--- config.mk ---
export PLATFORM = sky130hd
export DESIGN_NAME = spirv_local_size_scanner_unit_flat
export DESIGN_NICKNAME = d
export VERILOG_FILES = /design/src/sv/spirv_lss_pkg.sv /design/src/sv/spirv_lss_if.sv /design/src/sv/spirv_local_size_scanner_unit.sv /design/src/sv/spirv_lss_in_stage.sv /design/src/sv/spirv_lss_core.sv /design/src/flat_wrapper.sv
export SDC_FILE = /design/constraint.sdc
export NUM_CORES = 1
export LEC_CHECK = 0
export BUFFER_PORTS_ARGS = -buffer_cell sky130_fd_sc_hd__buf_2
export CAP_MARGIN = 10
export CORE_MARGIN = 3
export CORE_UTILIZATION = 35
export CTS_BUF_LIST = sky130_fd_sc_hd__clkbuf_4 sky130_fd_sc_hd__clkbuf_8 sky130_fd_sc_hd__clkbuf_16
export DETAILED_ROUTE_END_ITERATION = 8
export PLACE_DENSITY = 0.58
export SLEW_MARGIN = 15
export SYNTH_ARGS = -nofsm -noshare
export SYNTH_HDL_FRONTEND = slang
export SYNTH_SLANG_ARGS = --single-unit
--- constraint.sdc ---
create_clock -name clk -period 11 [get_ports clk]
set_input_delay 0.55 -clock clk [delete_from_list [all_inputs] [get_ports clk]]
set_output_delay 0.55 -clock clk [all_outputs]
set_load 0.03 [all_outputs]
--- src/sv/spirv_lss_pkg.sv ---
`default_nettype none
package spirv_lss_pkg;

  localparam logic [31:0] MAGIC_WORD      = 32'h0723_0203;
  localparam logic [15:0] OP_EXEC_MODE    = 16'd16;
  localparam logic [31:0] MODE_LOCAL_SIZE = 32'd17;
  localparam logic [15:0] EXEC_MODE_MIN   = 16'd6;
  localparam logic [15:0] HALF_MASK       = 16'hFFFF;
  localparam logic [2:0]  HEADER_WORDS    = 3'd5;
  localparam logic [31:0] DEFAULT_SIZE    = 32'd1;

  // Operand positions inside an execution-mode instruction.
  localparam logic [2:0]  IDX_MODE        = 3'd2;
  localparam logic [2:0]  IDX_SIZE_X      = 3'd3;
  localparam logic [2:0]  IDX_SIZE_Y      = 3'd4;
  localparam logic [2:0]  IDX_SIZE_Z      = 3'd5;
  localparam logic [2:0]  IDX_SAT         = 3'd6;

  typedef struct packed {
    logic        vld;
    logic [31:0] code_word;
    logic        end_of_module;
  } in_word_t;

  typedef struct packed {
    logic [31:0] size_x;
    logic [31:0] size_y;
    logic [31:0] size_z;
    logic        found;
  } out_item_t;

endpackage
`default_nettype wire

--- src/sv/spirv_lss_if.sv ---
`default_nettype none
interface spirv_lss_in_if;
  logic        valid;
  logic        ready;
  logic [31:0] code_word;
  logic        end_of_module;

  modport source (output valid, output code_word, output end_of_module, input ready);
  modport sink   (input valid, input code_word, input end_of_module, output ready);
endinterface

interface spirv_lss_out_if;
  logic        valid;
  logic        ready;
  logic [31:0] size_x;
  logic [31:0] size_y;
  logic [31:0] size_z;
  logic        found;

  modport source (output valid, output size_x, output size_y, output size_z,
                  output found, input ready);
  modport sink   (input valid, input size_x, input size_y, input size_z,
                  input found, output ready);
endinterface
`default_nettype wire

--- src/sv/spirv_local_size_scanner_unit.sv ---
// A final word passes through the input register and then the result register
// on its way to the output.
// Throughput: one word per cycle; the scan state updates once per word.
// A final word stalls only while the previous result has not been taken.
// Reset (rst_n low, synchronous) empties both registers and restores the
// scan state to the start of a module with default sizes of 1.
`default_nettype none
module spirv_local_size_scanner_unit (
  input  wire logic       clk,
  input  wire logic       rst_n,
  spirv_lss_in_if.sink    in_chan,
  spirv_lss_out_if.source out_chan
);

  spirv_lss_pkg::in_word_t  word;
  spirv_lss_pkg::out_item_t out_item;
  logic                     take;
  logic                     in_ready;
  logic                     out_valid;

  spirv_lss_in_stage u_in_stage (
    .clk              (clk),
    .rst_n            (rst_n),
    .in_valid         (in_chan.valid),
    .in_ready         (in_ready),
    .in_code_word     (in_chan.code_word),
    .in_end_of_module (in_chan.end_of_module),
    .take             (take),
    .word             (word)
  );

  spirv_lss_core u_core (
    .clk       (clk),
    .rst_n     (rst_n),
    .word      (word),
    .take      (take),
    .out_valid (out_valid),
    .out_ready (out_chan.ready),
    .out_item  (out_item)
  );

  assign in_chan.ready   = in_ready;
  assign out_chan.valid  = out_valid;
  assign out_chan.size_x = out_item.size_x;
  assign out_chan.size_y = out_item.size_y;
  assign out_chan.size_z = out_item.size_z;
  assign out_chan.found  = out_item.found;

endmodule
`default_nettype wire

--- src/sv/spirv_lss_in_stage.sv ---
`default_nettype none
module spirv_lss_in_stage (
  input  wire logic                    clk,
  input  wire logic                    rst_n,
  input  wire logic                    in_valid,
  output logic                         in_ready,
  input  wire logic [31:0]             in_code_word,
  input  wire logic                    in_end_of_module,
  input  wire logic                    take,
  output spirv_lss_pkg::in_word_t      word
);

  logic        vld_r, vld_nxt;
  logic [31:0] code_r;
  logic        end_r;
  logic        load;

  // The register frees up in the same cycle the core takes its word.
  assign in_ready = !vld_r || take;
  assign load     = in_valid && in_ready;

  always_comb begin
    vld_nxt = vld_r;
    if (load) begin
      vld_nxt = 1'b1;
    end else if (take) begin
      vld_nxt = 1'b0;
    end
  end

  always_ff @(posedge clk) begin
    if (!rst_n) begin
      vld_r <= 1'b0;
    end else begin
      vld_r <= vld_nxt;
    end
  end

  always_ff @(posedge clk) begin
    if (load) begin
      code_r <= in_code_word;
      end_r  <= in_end_of_module;
    end
  end

  assign word.vld           = vld_r;
  assign word.code_word     = code_r;
  assign word.end_of_module = end_r;

endmodule
`default_nettype wire

--- src/sv/spirv_lss_core.sv ---
`default_nettype none
module spirv_lss_core (
  input  wire logic                     clk,
  input  wire logic                     rst_n,
  input  wire spirv_lss_pkg::in_word_t  word,
  output logic                          take,
  output logic                          out_valid,
  input  wire logic                     out_ready,
  output spirv_lss_pkg::out_item_t      out_item
);

  logic [2:0]  hdr_pos_r,   hdr_pos_nxt;
  logic        magic_ok_r,  magic_ok_nxt;
  logic [15:0] left_r,      left_nxt;
  logic [2:0]  idx_r,       idx_nxt;
  logic        is_exec_r,   is_exec_nxt;
  logic        is_ls_r,     is_ls_nxt;
  logic        found_r,     found_nxt;
  logic        stopped_r,   stopped_nxt;
  logic [31:0] staged_r [3];
  logic [31:0] staged_nxt [3];
  logic [31:0] final_r [3];
  logic [31:0] final_nxt [3];
  logic        out_vld_r,   out_vld_nxt;
  spirv_lss_pkg::out_item_t out_r, out_nxt;

  logic [31:0] w;
  logic [15:0] len;
  logic [15:0] left_dec;
  logic [2:0]  idx_inc;

  assign w        = word.code_word;
  assign len      = w[31:16] & spirv_lss_pkg::HALF_MASK;
  assign left_dec = left_r - 16'd1;
  // The index only matters up to the Z operand, so it saturates just past it.
  assign idx_inc  = (idx_r == spirv_lss_pkg::IDX_SAT) ? idx_r : idx_r + 3'd1;

  // A final word waits until the result register is free or being drained.
  assign take = word.vld && (!word.end_of_module || !out_vld_r || out_ready);

  always_comb begin
    hdr_pos_nxt  = hdr_pos_r;
    magic_ok_nxt = magic_ok_r;
    left_nxt     = left_r;
    idx_nxt      = idx_r;
    is_exec_nxt  = is_exec_r;
    is_ls_nxt    = is_ls_r;
    found_nxt    = found_r;
    stopped_nxt  = stopped_r;
    staged_nxt   = staged_r;
    final_nxt    = final_r;
    out_vld_nxt  = out_vld_r && !out_ready;
    out_nxt      = out_r;

    if (take) begin
      if (hdr_pos_r < spirv_lss_pkg::HEADER_WORDS) begin
        if (hdr_pos_r == 3'd0) begin
          magic_ok_nxt = (w == spirv_lss_pkg::MAGIC_WORD);
        end
        hdr_pos_nxt = hdr_pos_r + 3'd1;
      end else if (magic_ok_r && !stopped_r) begin
        if (left_r == 16'd0) begin
          if (len == 16'd0) begin
            stopped_nxt = 1'b1;
          end else begin
            left_nxt    = len - 16'd1;
            idx_nxt     = 3'd0;
            is_exec_nxt = (w[15:0] == spirv_lss_pkg::OP_EXEC_MODE) &&
                          (len >= spirv_lss_pkg::EXEC_MODE_MIN);
            is_ls_nxt   = 1'b0;
          end
        end else begin
          idx_nxt  = idx_inc;
          left_nxt = left_dec;
          case (idx_inc)
            spirv_lss_pkg::IDX_MODE:   is_ls_nxt     = (w == spirv_lss_pkg::MODE_LOCAL_SIZE);
            spirv_lss_pkg::IDX_SIZE_X: staged_nxt[0] = w;
            spirv_lss_pkg::IDX_SIZE_Y: staged_nxt[1] = w;
            spirv_lss_pkg::IDX_SIZE_Z: staged_nxt[2] = w;
            default: ;
          endcase
          if ((left_dec == 16'd0) && is_exec_r && is_ls_nxt) begin
            final_nxt   = staged_nxt;
            found_nxt   = 1'b1;
            stopped_nxt = 1'b1;
          end
        end
      end

      if (word.end_of_module) begin
        out_vld_nxt    = 1'b1;
        out_nxt.size_x = final_nxt[0];
        out_nxt.size_y = final_nxt[1];
        out_nxt.size_z = final_nxt[2];
        out_nxt.found  = found_nxt;
        // The next word starts a new module.
        hdr_pos_nxt  = 3'd0;
        magic_ok_nxt = 1'b0;
        left_nxt     = 16'd0;
        idx_nxt      = 3'd0;
        is_exec_nxt  = 1'b0;
        is_ls_nxt    = 1'b0;
        found_nxt    = 1'b0;
        stopped_nxt  = 1'b0;
        final_nxt    = '{default: spirv_lss_pkg::DEFAULT_SIZE};
      end
    end
  end

  always_ff @(posedge clk) begin
    if (!rst_n) begin
      hdr_pos_r  <= 3'd0;
      magic_ok_r <= 1'b0;
      left_r     <= 16'd0;
      idx_r      <= 3'd0;
      is_exec_r  <= 1'b0;
      is_ls_r    <= 1'b0;
      found_r    <= 1'b0;
      stopped_r  <= 1'b0;
      final_r    <= '{default: spirv_lss_pkg::DEFAULT_SIZE};
      out_vld_r  <= 1'b0;
    end else begin
      hdr_pos_r  <= hdr_pos_nxt;
      magic_ok_r <= magic_ok_nxt;
      left_r     <= left_nxt;
      idx_r      <= idx_nxt;
      is_exec_r  <= is_exec_nxt;
      is_ls_r    <= is_ls_nxt;
      found_r    <= found_nxt;
      stopped_r  <= stopped_nxt;
      final_r    <= final_nxt;
      out_vld_r  <= out_vld_nxt;
    end
  end

  // Staged operands are always rewritten before an instruction can complete.
  always_ff @(posedge clk) begin
    staged_r <= staged_nxt;
    out_r    <= out_nxt;
  end

  assign out_valid = out_vld_r;
  assign out_item  = out_r;

endmodule
`default_nettype wire

--- src/flat_wrapper.sv ---
// flat-port wrapper written by rule: the top's interface ports become plain ports
module spirv_local_size_scanner_unit_flat 
  (clk, rst_n, in_chan_valid, in_chan_code_word, in_chan_end_of_module, in_chan_ready, out_chan_valid, out_chan_size_x, out_chan_size_y, out_chan_size_z, out_chan_found, out_chan_ready);
  spirv_lss_in_if in_chan_i ();
  spirv_lss_out_if out_chan_i ();
  input  wire logic clk;
  input  wire logic rst_n;
  input wire logic [$bits(in_chan_i.valid)-1:0] in_chan_valid;
  input wire logic [$bits(in_chan_i.code_word)-1:0] in_chan_code_word;
  input wire logic [$bits(in_chan_i.end_of_module)-1:0] in_chan_end_of_module;
  output wire logic [$bits(in_chan_i.ready)-1:0] in_chan_ready;
  output wire logic [$bits(out_chan_i.valid)-1:0] out_chan_valid;
  output wire logic [$bits(out_chan_i.size_x)-1:0] out_chan_size_x;
  output wire logic [$bits(out_chan_i.size_y)-1:0] out_chan_size_y;
  output wire logic [$bits(out_chan_i.size_z)-1:0] out_chan_size_z;
  output wire logic [$bits(out_chan_i.found)-1:0] out_chan_found;
  input wire logic [$bits(out_chan_i.ready)-1:0] out_chan_ready;
  assign in_chan_i.valid = in_chan_valid;
  assign in_chan_i.code_word = in_chan_code_word;
  assign in_chan_i.end_of_module = in_chan_end_of_module;
  assign in_chan_ready = in_chan_i.ready;
  assign out_chan_valid = out_chan_i.valid;
  assign out_chan_size_x = out_chan_i.size_x;
  assign out_chan_size_y = out_chan_i.size_y;
  assign out_chan_size_z = out_chan_i.size_z;
  assign out_chan_found = out_chan_i.found;
  assign out_chan_i.ready = out_chan_ready;
  spirv_local_size_scanner_unit u_core (.clk(clk), .rst_n(rst_n), .in_chan(in_chan_i), .out_chan(out_chan_i));
endmodule
==> results of run 1 <==
-- layout make-up --
cell class	count	area, um^2
multi-input combinational	548	4640
inverter	18	70.1
clock buffer	52	1160
sequential	351	9290
clock inverter	19	315
timing repair buffer	148	773
fill	3651	23000
tap	525	657
-- registers in the layout, indices dropped and copies added, names as in the netlist --
signal                    flops
u_core.u_core.is_exec_r       1
u_core.u_core.final_r        96
u_core.u_core.hdr_pos_r       3
u_core.u_in_stage.vld_r       1
u_core.u_in_stage.code_r     32
u_core.u_core.idx_r           3
u_core.u_core.out_valid       1
u_core.u_core.out_item       97
u_core.u_core.staged_r       96
u_core.u_core.magic_ok_r      1
u_core.u_core.stopped_r       1
u_core.u_core.found_r         1
u_core.u_in_stage.end_r       1
u_core.u_core.left_r         16
u_core.u_core.is_ls_r         1
-- metrics by stage --
stage                     instance area [um^2]  instances  setup WS, ps  utilization (%)
after CTS                                16900       1661          6460             42.3
final                                    16900       1661          6470             42.3
after global routing                     16900       1661          6230             42.3
after detailed placement                 15400       1590          6480             38.6
after global placement                   15400       1590          6580             38.6
after floorplan                          14200        973          4960                -
-- worst max-delay path, stage by stage, from the launching register on --
cell and delay, ps:
edfxtp_1 450, inv_1 170, ha_1 220, or4b_4 520, and4bb_1 370, inv_1 80
o41a_1 490, or4_4 600, nor3_2 170, buf_4 400, buf_4 680, a22o_1 230
-- worst min path at each step --
stage,startpoint,to,slack [ps],depth (start not counted)
finish,in_chan_code_word[5],u_core.u_in_stage.code_r[5],180,1
floorplan,u_core.u_core.final_r[0],u_core.u_core.final_r[0],420,2
detailed placement,u_core.u_core.final_r[64],u_core.u_core.final_r[64],440,2
global route,in_chan_code_word[5],u_core.u_in_stage.code_r[5],170,1
CTS,in_chan_code_word[5],u_core.u_in_stage.code_r[5],150,1
global placement,u_core.u_core.final_r[32],u_core.u_core.final_r[32],430,2
-- Yosys cell counts (all sizes together), types with 7 or more instances --
cell    count
a22o       93
nand3b      7
mux2      186
nor2       36
nor4       18
ha         10
nor3       12
clkbuf     35
a21oi      26
edfxtp    226
xnor2      13
inv        18
dfxtp     125
o21ai      20
or4         9
nand2      31
buf        21
-- metal layers --
layer | share of wire (%) | vias to the layer above | wire length (um) | global-route usage (%)
li1 | - | 4040 | - | -
met1 | 44 | 4378 | 15500 | 20.8
met2 | 48 | 199 | 17000 | 26.5
met3 | 5.6 | 61 | 1970 | 3.91
met4 | 2.1 | 6 | 740 | 4.32
met5 | 0.12 | - | 41 | 0
-- power breakdown --
part | internal (uW) | switching [uW] | total, uW | leakage (uW)
Sequential | 1400 | 16.6 | 1420 | 0.00307
Combinational | 23.9 | 54.1 | 77.9 | 0.00247
Clock | 931 | 542 | 1470 | 0.000724
Total | 2360 | 612 | 2970 | 0.00626
-- placed cells by master, fill, tap and decap left out, drive strengths merged, types with 19 or more instances in the layout --
cell type  instances
a21oi             26
a22o              93
buf              148
clkbuf            52
dfxtp            125
edfxtp           226
inv               19
mux2             186
nand2             31
nor2              36
o21ai             20
-- logic make-up after synthesis --
| family | share of synthesized area (%) |
|---|---|
| mux | 14.8 |
| buf+inv | 2.48 |
| flops | 65.2 |
| fa+ha+maj | 0.879 |
| compound gates | 9.51 |
| simple gates | 6.00 |
| xor+xnor | 1.11 |
==> results.py, run 1 <==
metrics = {
    "run_status": {
        "run_status": "complete, no violations",
    },
    "clock_network": {
        "clkLatencyLatePin_ps": 550,
        "cts_resized": 0,
        "clockBufferDepth": 3,
        "cts_made_buffers": 39,
        "cts-htree-levels": 2,
        "cts_sinks": 351,
        "post-cts-setup-buffers": 0,
        "cts_tree": "built",
        "path_clk_slew_ps": 60,
        "ctsHoldBuffers": 0,
        "root_buffer": "clkbuf_16",
    },
    "timing": {
        "clock_skew_ps": 27.0,
        "slew_headroom_pct": 25.5,
        "rsz0062_at_grt": "no",
        "hold_viol_final": 0,
        "tightest_slew_ps": 1120,
        "tns_ps": 0,
        "fin_crit_ps": 4530,
        "finalSetupViolCount": 0,
        "fmax_mhz": 221,
        "min_period_over_period_pct": 41.2,
        "hold_ws_ps": 177,
        "maxSlewViolCount": 0,
    },
    "critical_path": {
        "end_kind": "flop",
        "path_max_fanout": 61,
        "r2r-start": "u_core.u_in_stage.code_r[16]",
        "critPathArrivalTime_ps": 5010,
        "r2r-end": "u_core.u_core.final_r[45]",
        "path_class": "flop to flop",
        "ff2ff_path_depth": 11,
        "worstSetupStartpointType": "flop",
        "r2r_slack_ps": 6470,
        "cp.required_ps": 11480,
        "worstSetupStartpoint": "u_core.u_in_stage.code_r[16]",
        "crit_end": "u_core.u_core.final_r[45]",
    },
    "synthesis": {
        "async_reset_ff_share_pct": 0,
        "syn_area_per_cell_um2": 14.6,
        "syn_area_um2": 14200,
        "yosys-top-cells-area": "edfxtp_1 48%, dfxtp_1 18%, mux2_2 15%",
        "synth_edf_count": 226,
        "synth.top_cell.area_share_pct": 47.7,
        "syn_nets": 1020,
        "syn_inst": 973,
        "synth_seq_cells": 351,
        "yosysSeqAreaShare_pct": 65.2,
        "ys_types": 59,
        "ys.flop_type": "edfxtp_1",
        "yosysTopAreaCell": "edfxtp_1",
        "yosysWarningCount": 0,
    },
    "detailed_routing": {
        "postRouteAntennaNets": 0,
        "dr_total_vias": 8684,
        "viasPerCell": 5.23,
        "drt_wl_total_mm": 35.2,
        "routedWlPerCell_um": 21.2,
        "drt_iter0_markers": 526,
        "dr.pass1.iters": 5,
        "drc": 0,
    },
    "floorplanning": {
        "coreArea_um2": 39900,
        "num_io_pins": 136,
        "dieHeight_um": 208,
        "initial_core_util_pct": 35.7,
        "dieArea_um2": 43100,
        "row_count": 73,
        "die_x_um": 208,
    },
    "final_layout": {
        "finalNetCount": 1153,
        "syn2layout_area_growth_pct": 18.7,
        "antenna_cells": 0,
        "final_layout_size_suffix_gt1_share_pct": 36.8,
    },
    "worst_hold_path": {
        "hold_class": "input pin to flop",
    },
    "placement": {
        "io_buffers": 135,
        "gp_congestion": 0.851,
        "dp_hpwl_mm": 22.1,
    },
    "pwr": {
        "total_power_uw": 2970,
        "cellLeakagePower_uw": 0.00626,
        "ir_drop_v": 0.000100,
        "p_per_area_nw_per_um2": 176,
    },
    "global_routing": {
        "grt_first_pass_wirelength_mm": 53.9,
        "grt.total_usage_pct": 15.9,
        "grt_max_degree": 74,
        "overflow": 0,
        "grt_pass1_vias": 8815,
        "antenna_found_initial": 4,
    },
    "flow_run": {
        "cap_violations": 0,
    },
}
No activity file was read; power rests on OpenSTA's default activity.
==> run 2, diff against run 1 <==
--- a/config.mk
+++ b/config.mk
@@ -5,6 +5,7 @@
 export SDC_FILE = /design/constraint.sdc
 export NUM_CORES = 1
 export LEC_CHECK = 0
+export ABC_AREA = 1
 export BUFFER_PORTS_ARGS = -buffer_cell sky130_fd_sc_hd__buf_2
 export CAP_MARGIN = 10
 export CORE_MARGIN = 3
==> constraint.sdc (replaced) <==
create_clock -name clk -period 4.24 [get_ports clk]
set_input_delay 0.212 -clock clk [delete_from_list [all_inputs] [get_ports clk]]
set_output_delay 0.212 -clock clk [all_outputs]
set_load 0.03 [all_outputs]
==> run 2 against run 1 <==
Effect of this change:
- critical path depth rose by 5
- core utilization fell by 0.51 points
- clock-buffer cell count rose by 8
- final cell count rose by 38%
- highest routed layer is now met4
==> results.py, run 2 <==
metrics = {
    "run_status": {
        "run_status": "complete, no violations",
    },
    "synthesis": {
        "syn_area_um2": 15000,
        "yosysSeqAreaShare_pct": 62.1,
        "synth.top_cell.area_share_pct": 45.3,
        "syn_area_per_cell_um2": 9.37,
        "syn_inst": 1597,
        "async_reset_ff_share_pct": 0,
        "ys_types": 36,
        "syn_nets": 1644,
        "yosys-top-cells-area": "edfxtp_1 45%, dfxtp_1 17%, nand2_1 15%",
        "synth_seq_cells": 351,
        "yosysWarningCount": 0,
        "yosysTopAreaCell": "edfxtp_1",
        "ys.flop_type": "edfxtp_1",
        "yosysMostFrequentCell": "nand2_1",
        "synth_edf_count": 226,
        "synth_common_cells": "587 x nand2_1, 226 x edfxtp_1, 129 x a21oi_1",
    },
    "critical_path": {
        "path_common_cell": "nand2_1",
        "path_class": "flop to flop",
        "critPathArrivalTime_ps": 3570,
        "cp.required_ps": 4630,
        "ff2ff_path_depth": 16,
        "crit_cells": 16,
        "crit_end": "u_core.u_core.final_r[3]",
        "r2r-start": "u_core.u_in_stage.code_r[16]",
        "end_kind": "flop",
        "worstSetupStartpoint": "u_core.u_in_stage.code_r[16]",
        "crit_path_top_delay_cell": "edfxtp_1",
        "crit_buf_inv": 2,
        "r2r-end": "u_core.u_core.final_r[3]",
        "r2r_slack_ps": 1060,
        "cp_slowest_stage_delay_ps": 500,
        "path_max_fanout": 98,
        "crit_family": "simple AND/OR/NAND/NOR gates",
        "crit_chain": "inv_1, ha_1, nand2_2, nor2_4, nand2_1, nor2_1, nand2_1, nand2_1, nand2_2, nor2_4, nand3_4, buf_4, nand2_1, nand2_1, nand2_1, a21oi_1",
        "worstSetupStartpointType": "flop",
    },
    "pwr": {
        "cellLeakagePower_uw": 0.00692,
        "p_sw_share_pct": 23.6,
        "power_frac_comb_pct": 6.9,
        "p_seq_share_pct": 50.0,
        "power_switching_uw": 1760,
        "internal_power_uw": 5680,
        "clock_power_share_pct": 43.1,
        "p_per_area_nw_per_um2": 422,
        "ir_drop_v": 0.000265,
    },
    "clock_network": {
        "clockBufferDepth": 3,
        "cts-htree-levels": 2,
        "cts_tree": "built",
        "cts_sinks": 351,
        "cts_made_buffers": 39,
        "path_clk_slew_ps": 60,
        "root_buffer": "clkbuf_16",
        "clkLatencyLatePin_ps": 550,
    },
    "detailed_routing": {
        "dr.pass1.iters": 5,
        "postRouteAntennaNets": 0,
        "routedWlPerCell_um": 18.5,
        "drt_wl_total_mm": 42.6,
        "drt_iter0_markers": 1151,
        "viasPerCell": 5.14,
        "dr_total_vias": 11800,
        "drc": 0,
    },
    "timing": {
        "maxSlewViolCount": 0,
        "hold_viol_final": 0,
        "tns_ps": 0,
        "finalSetupViolCount": 0,
        "rsz0062_at_grt": "no",
        "clock_skew_ps": 10.8,
        "fmax_mhz": 314,
        "fin_crit_ps": 3180,
        "min_period_over_period_pct": 75.1,
        "slew_headroom_pct": 21.6,
        "tightest_slew_ps": 1180,
    },
    "global_routing": {
        "grt_first_pass_wirelength_mm": 65.4,
        "antenna_found_initial": 1,
        "overflow": 0,
        "grt.total_usage_pct": 18.8,
        "grt_max_degree": 99,
        "grt_pass1_vias": 11200,
    },
    "floorplanning": {
        "num_io_pins": 136,
        "row_count": 75,
        "die_x_um": 213,
        "dieArea_um2": 45300,
        "dieHeight_um": 213,
        "coreArea_um2": 42100,
        "initial_core_util_pct": 35.5,
    },
    "placement": {
        "gp_congestion": 0.890,
        "dp_hpwl_mm": 26.8,
        "io_buffers": 135,
        "post_dp_cell_area_um2": 16100,
    },
    "final_layout": {
        "final_common_cell": "nand2_1",
        "syn2layout_area_growth_pct": 17.8,
        "fill_cells": 4025,
        "final_layout_size_suffix_gt1_share_pct": 13.9,
        "finalNetCount": 1779,
        "antenna_cells": 0,
        "largest_reg_flops": 97,
        "final_cell_mix": "587 x nand2_1, 226 x edfxtp_1, 135 x buf_2",
        "fin_area_um2": 17600,
    },
    "flow_run": {
        "cap_violations": 0,
    },
    "worst_hold_path": {
        "hold_class": "input pin to flop",
        "hold_path_startpoint": "out_chan_ready",
    },
}
run 2: cell count changes after synthesis, sizes merged, moves of 10 or more:
cell,change
a21oi,+103
a22o,-93
buf,+10
clkbuf,+31
inv,+58
mux2,-186
nand2,+558
nand3,+24
nand4,+99
nor2,+28
nor4,-14
o21ai,+96
xnor2,-11
run 2: area by class of cell:
type | count | area [um^2] | share of cell area (%)
sequential | 351 | 9290 | 52.7
multi-input combinational | 1072 | 4930 | 28.0
timing repair buffer | 191 | 1230 | 7.00
clock buffer | 60 | 1150 | 6.50
tap | 539 | 674 | 3.83
inverter | 77 | 294 | 1.67
clock inverter | 10 | 57.6 | 0.327
run 2: routing by layer:
metal,GRT usage (%),up-vias,share of wire [%]
li1,-,5718,-
met1,25.9,5597,44
met2,29.5,432,45
met3,3.83,71,7.5
met4,6.54,0,2.9
met5,0,-,0
run 2: cell families (layout without fill, tap and decap cells):
family	count (synthesis)	after routing	synth area share [%]
buffers and inverters	174	338	5.13
xor gates and xnor gates	9	9	0.527
AOI/OAI and AO/OA	258	258	8.85
DFF	351	351	62.1
adders and majority gates	10	10	0.836
and+or+nand+nor	795	795	22.6
run 2: worst min path at each step:
stage | endpoint | cells after the start | slack (ps)
finish | u_core.u_core.out_valid | 4 | 40
floorplan | u_core.u_in_stage.code_r[0] | 0 | 310
CTS | u_core.u_core.out_valid | 4 | 30
global placement | u_core.u_in_stage.code_r[2] | 1 | 390
detailed placement | u_core.u_in_stage.code_r[8] | 1 | 390
global route | u_core.u_in_stage.vld_r | 4 | 80
run 2: tightest hold or removal path: cells and delay by family:
kind	cells	cell delay [ps]
AO/OA/AOI/OAI	1	160
buffers and inverters	2	110
AND/OR/NAND/NOR	1	60
run 2: through the flow:
stage	total power, uW	util, %	instances	setup WS [ps]	hold slack (ps)
floorplan	4100	-	1597	829	311
global placement	4270	38.1	2195	1130	390
detailed placement	4280	38.1	2195	1070	390
CTS	7510	41.8	2300	1040	27.9
global route	7710	41.8	2300	738	84.2
finish	7440	41.8	2300	1060	44.1
run 2: timing repair:
action                     in CTS  in global routing
gates resized for setup         0                  0
hold endpoints to repair       37                  0
setup buffers                   0                  0
setup endpoints to repair       0                  0
hold buffers                   35                  0
run 2: power by group through the flow:
| stage | clock network, uW | logic [uW] | registers (uW) |
|---|---|---|---|
| final | 3210 | 514 | 3720 |
| after CTS | 3280 | 513 | 3720 |
| after global routing | 3420 | 568 | 3720 |
| after floorplan | 0 | 277 | 3820 |
| after detailed placement | 0 | 488 | 3790 |
| after global placement | 0 | 485 | 3790 |
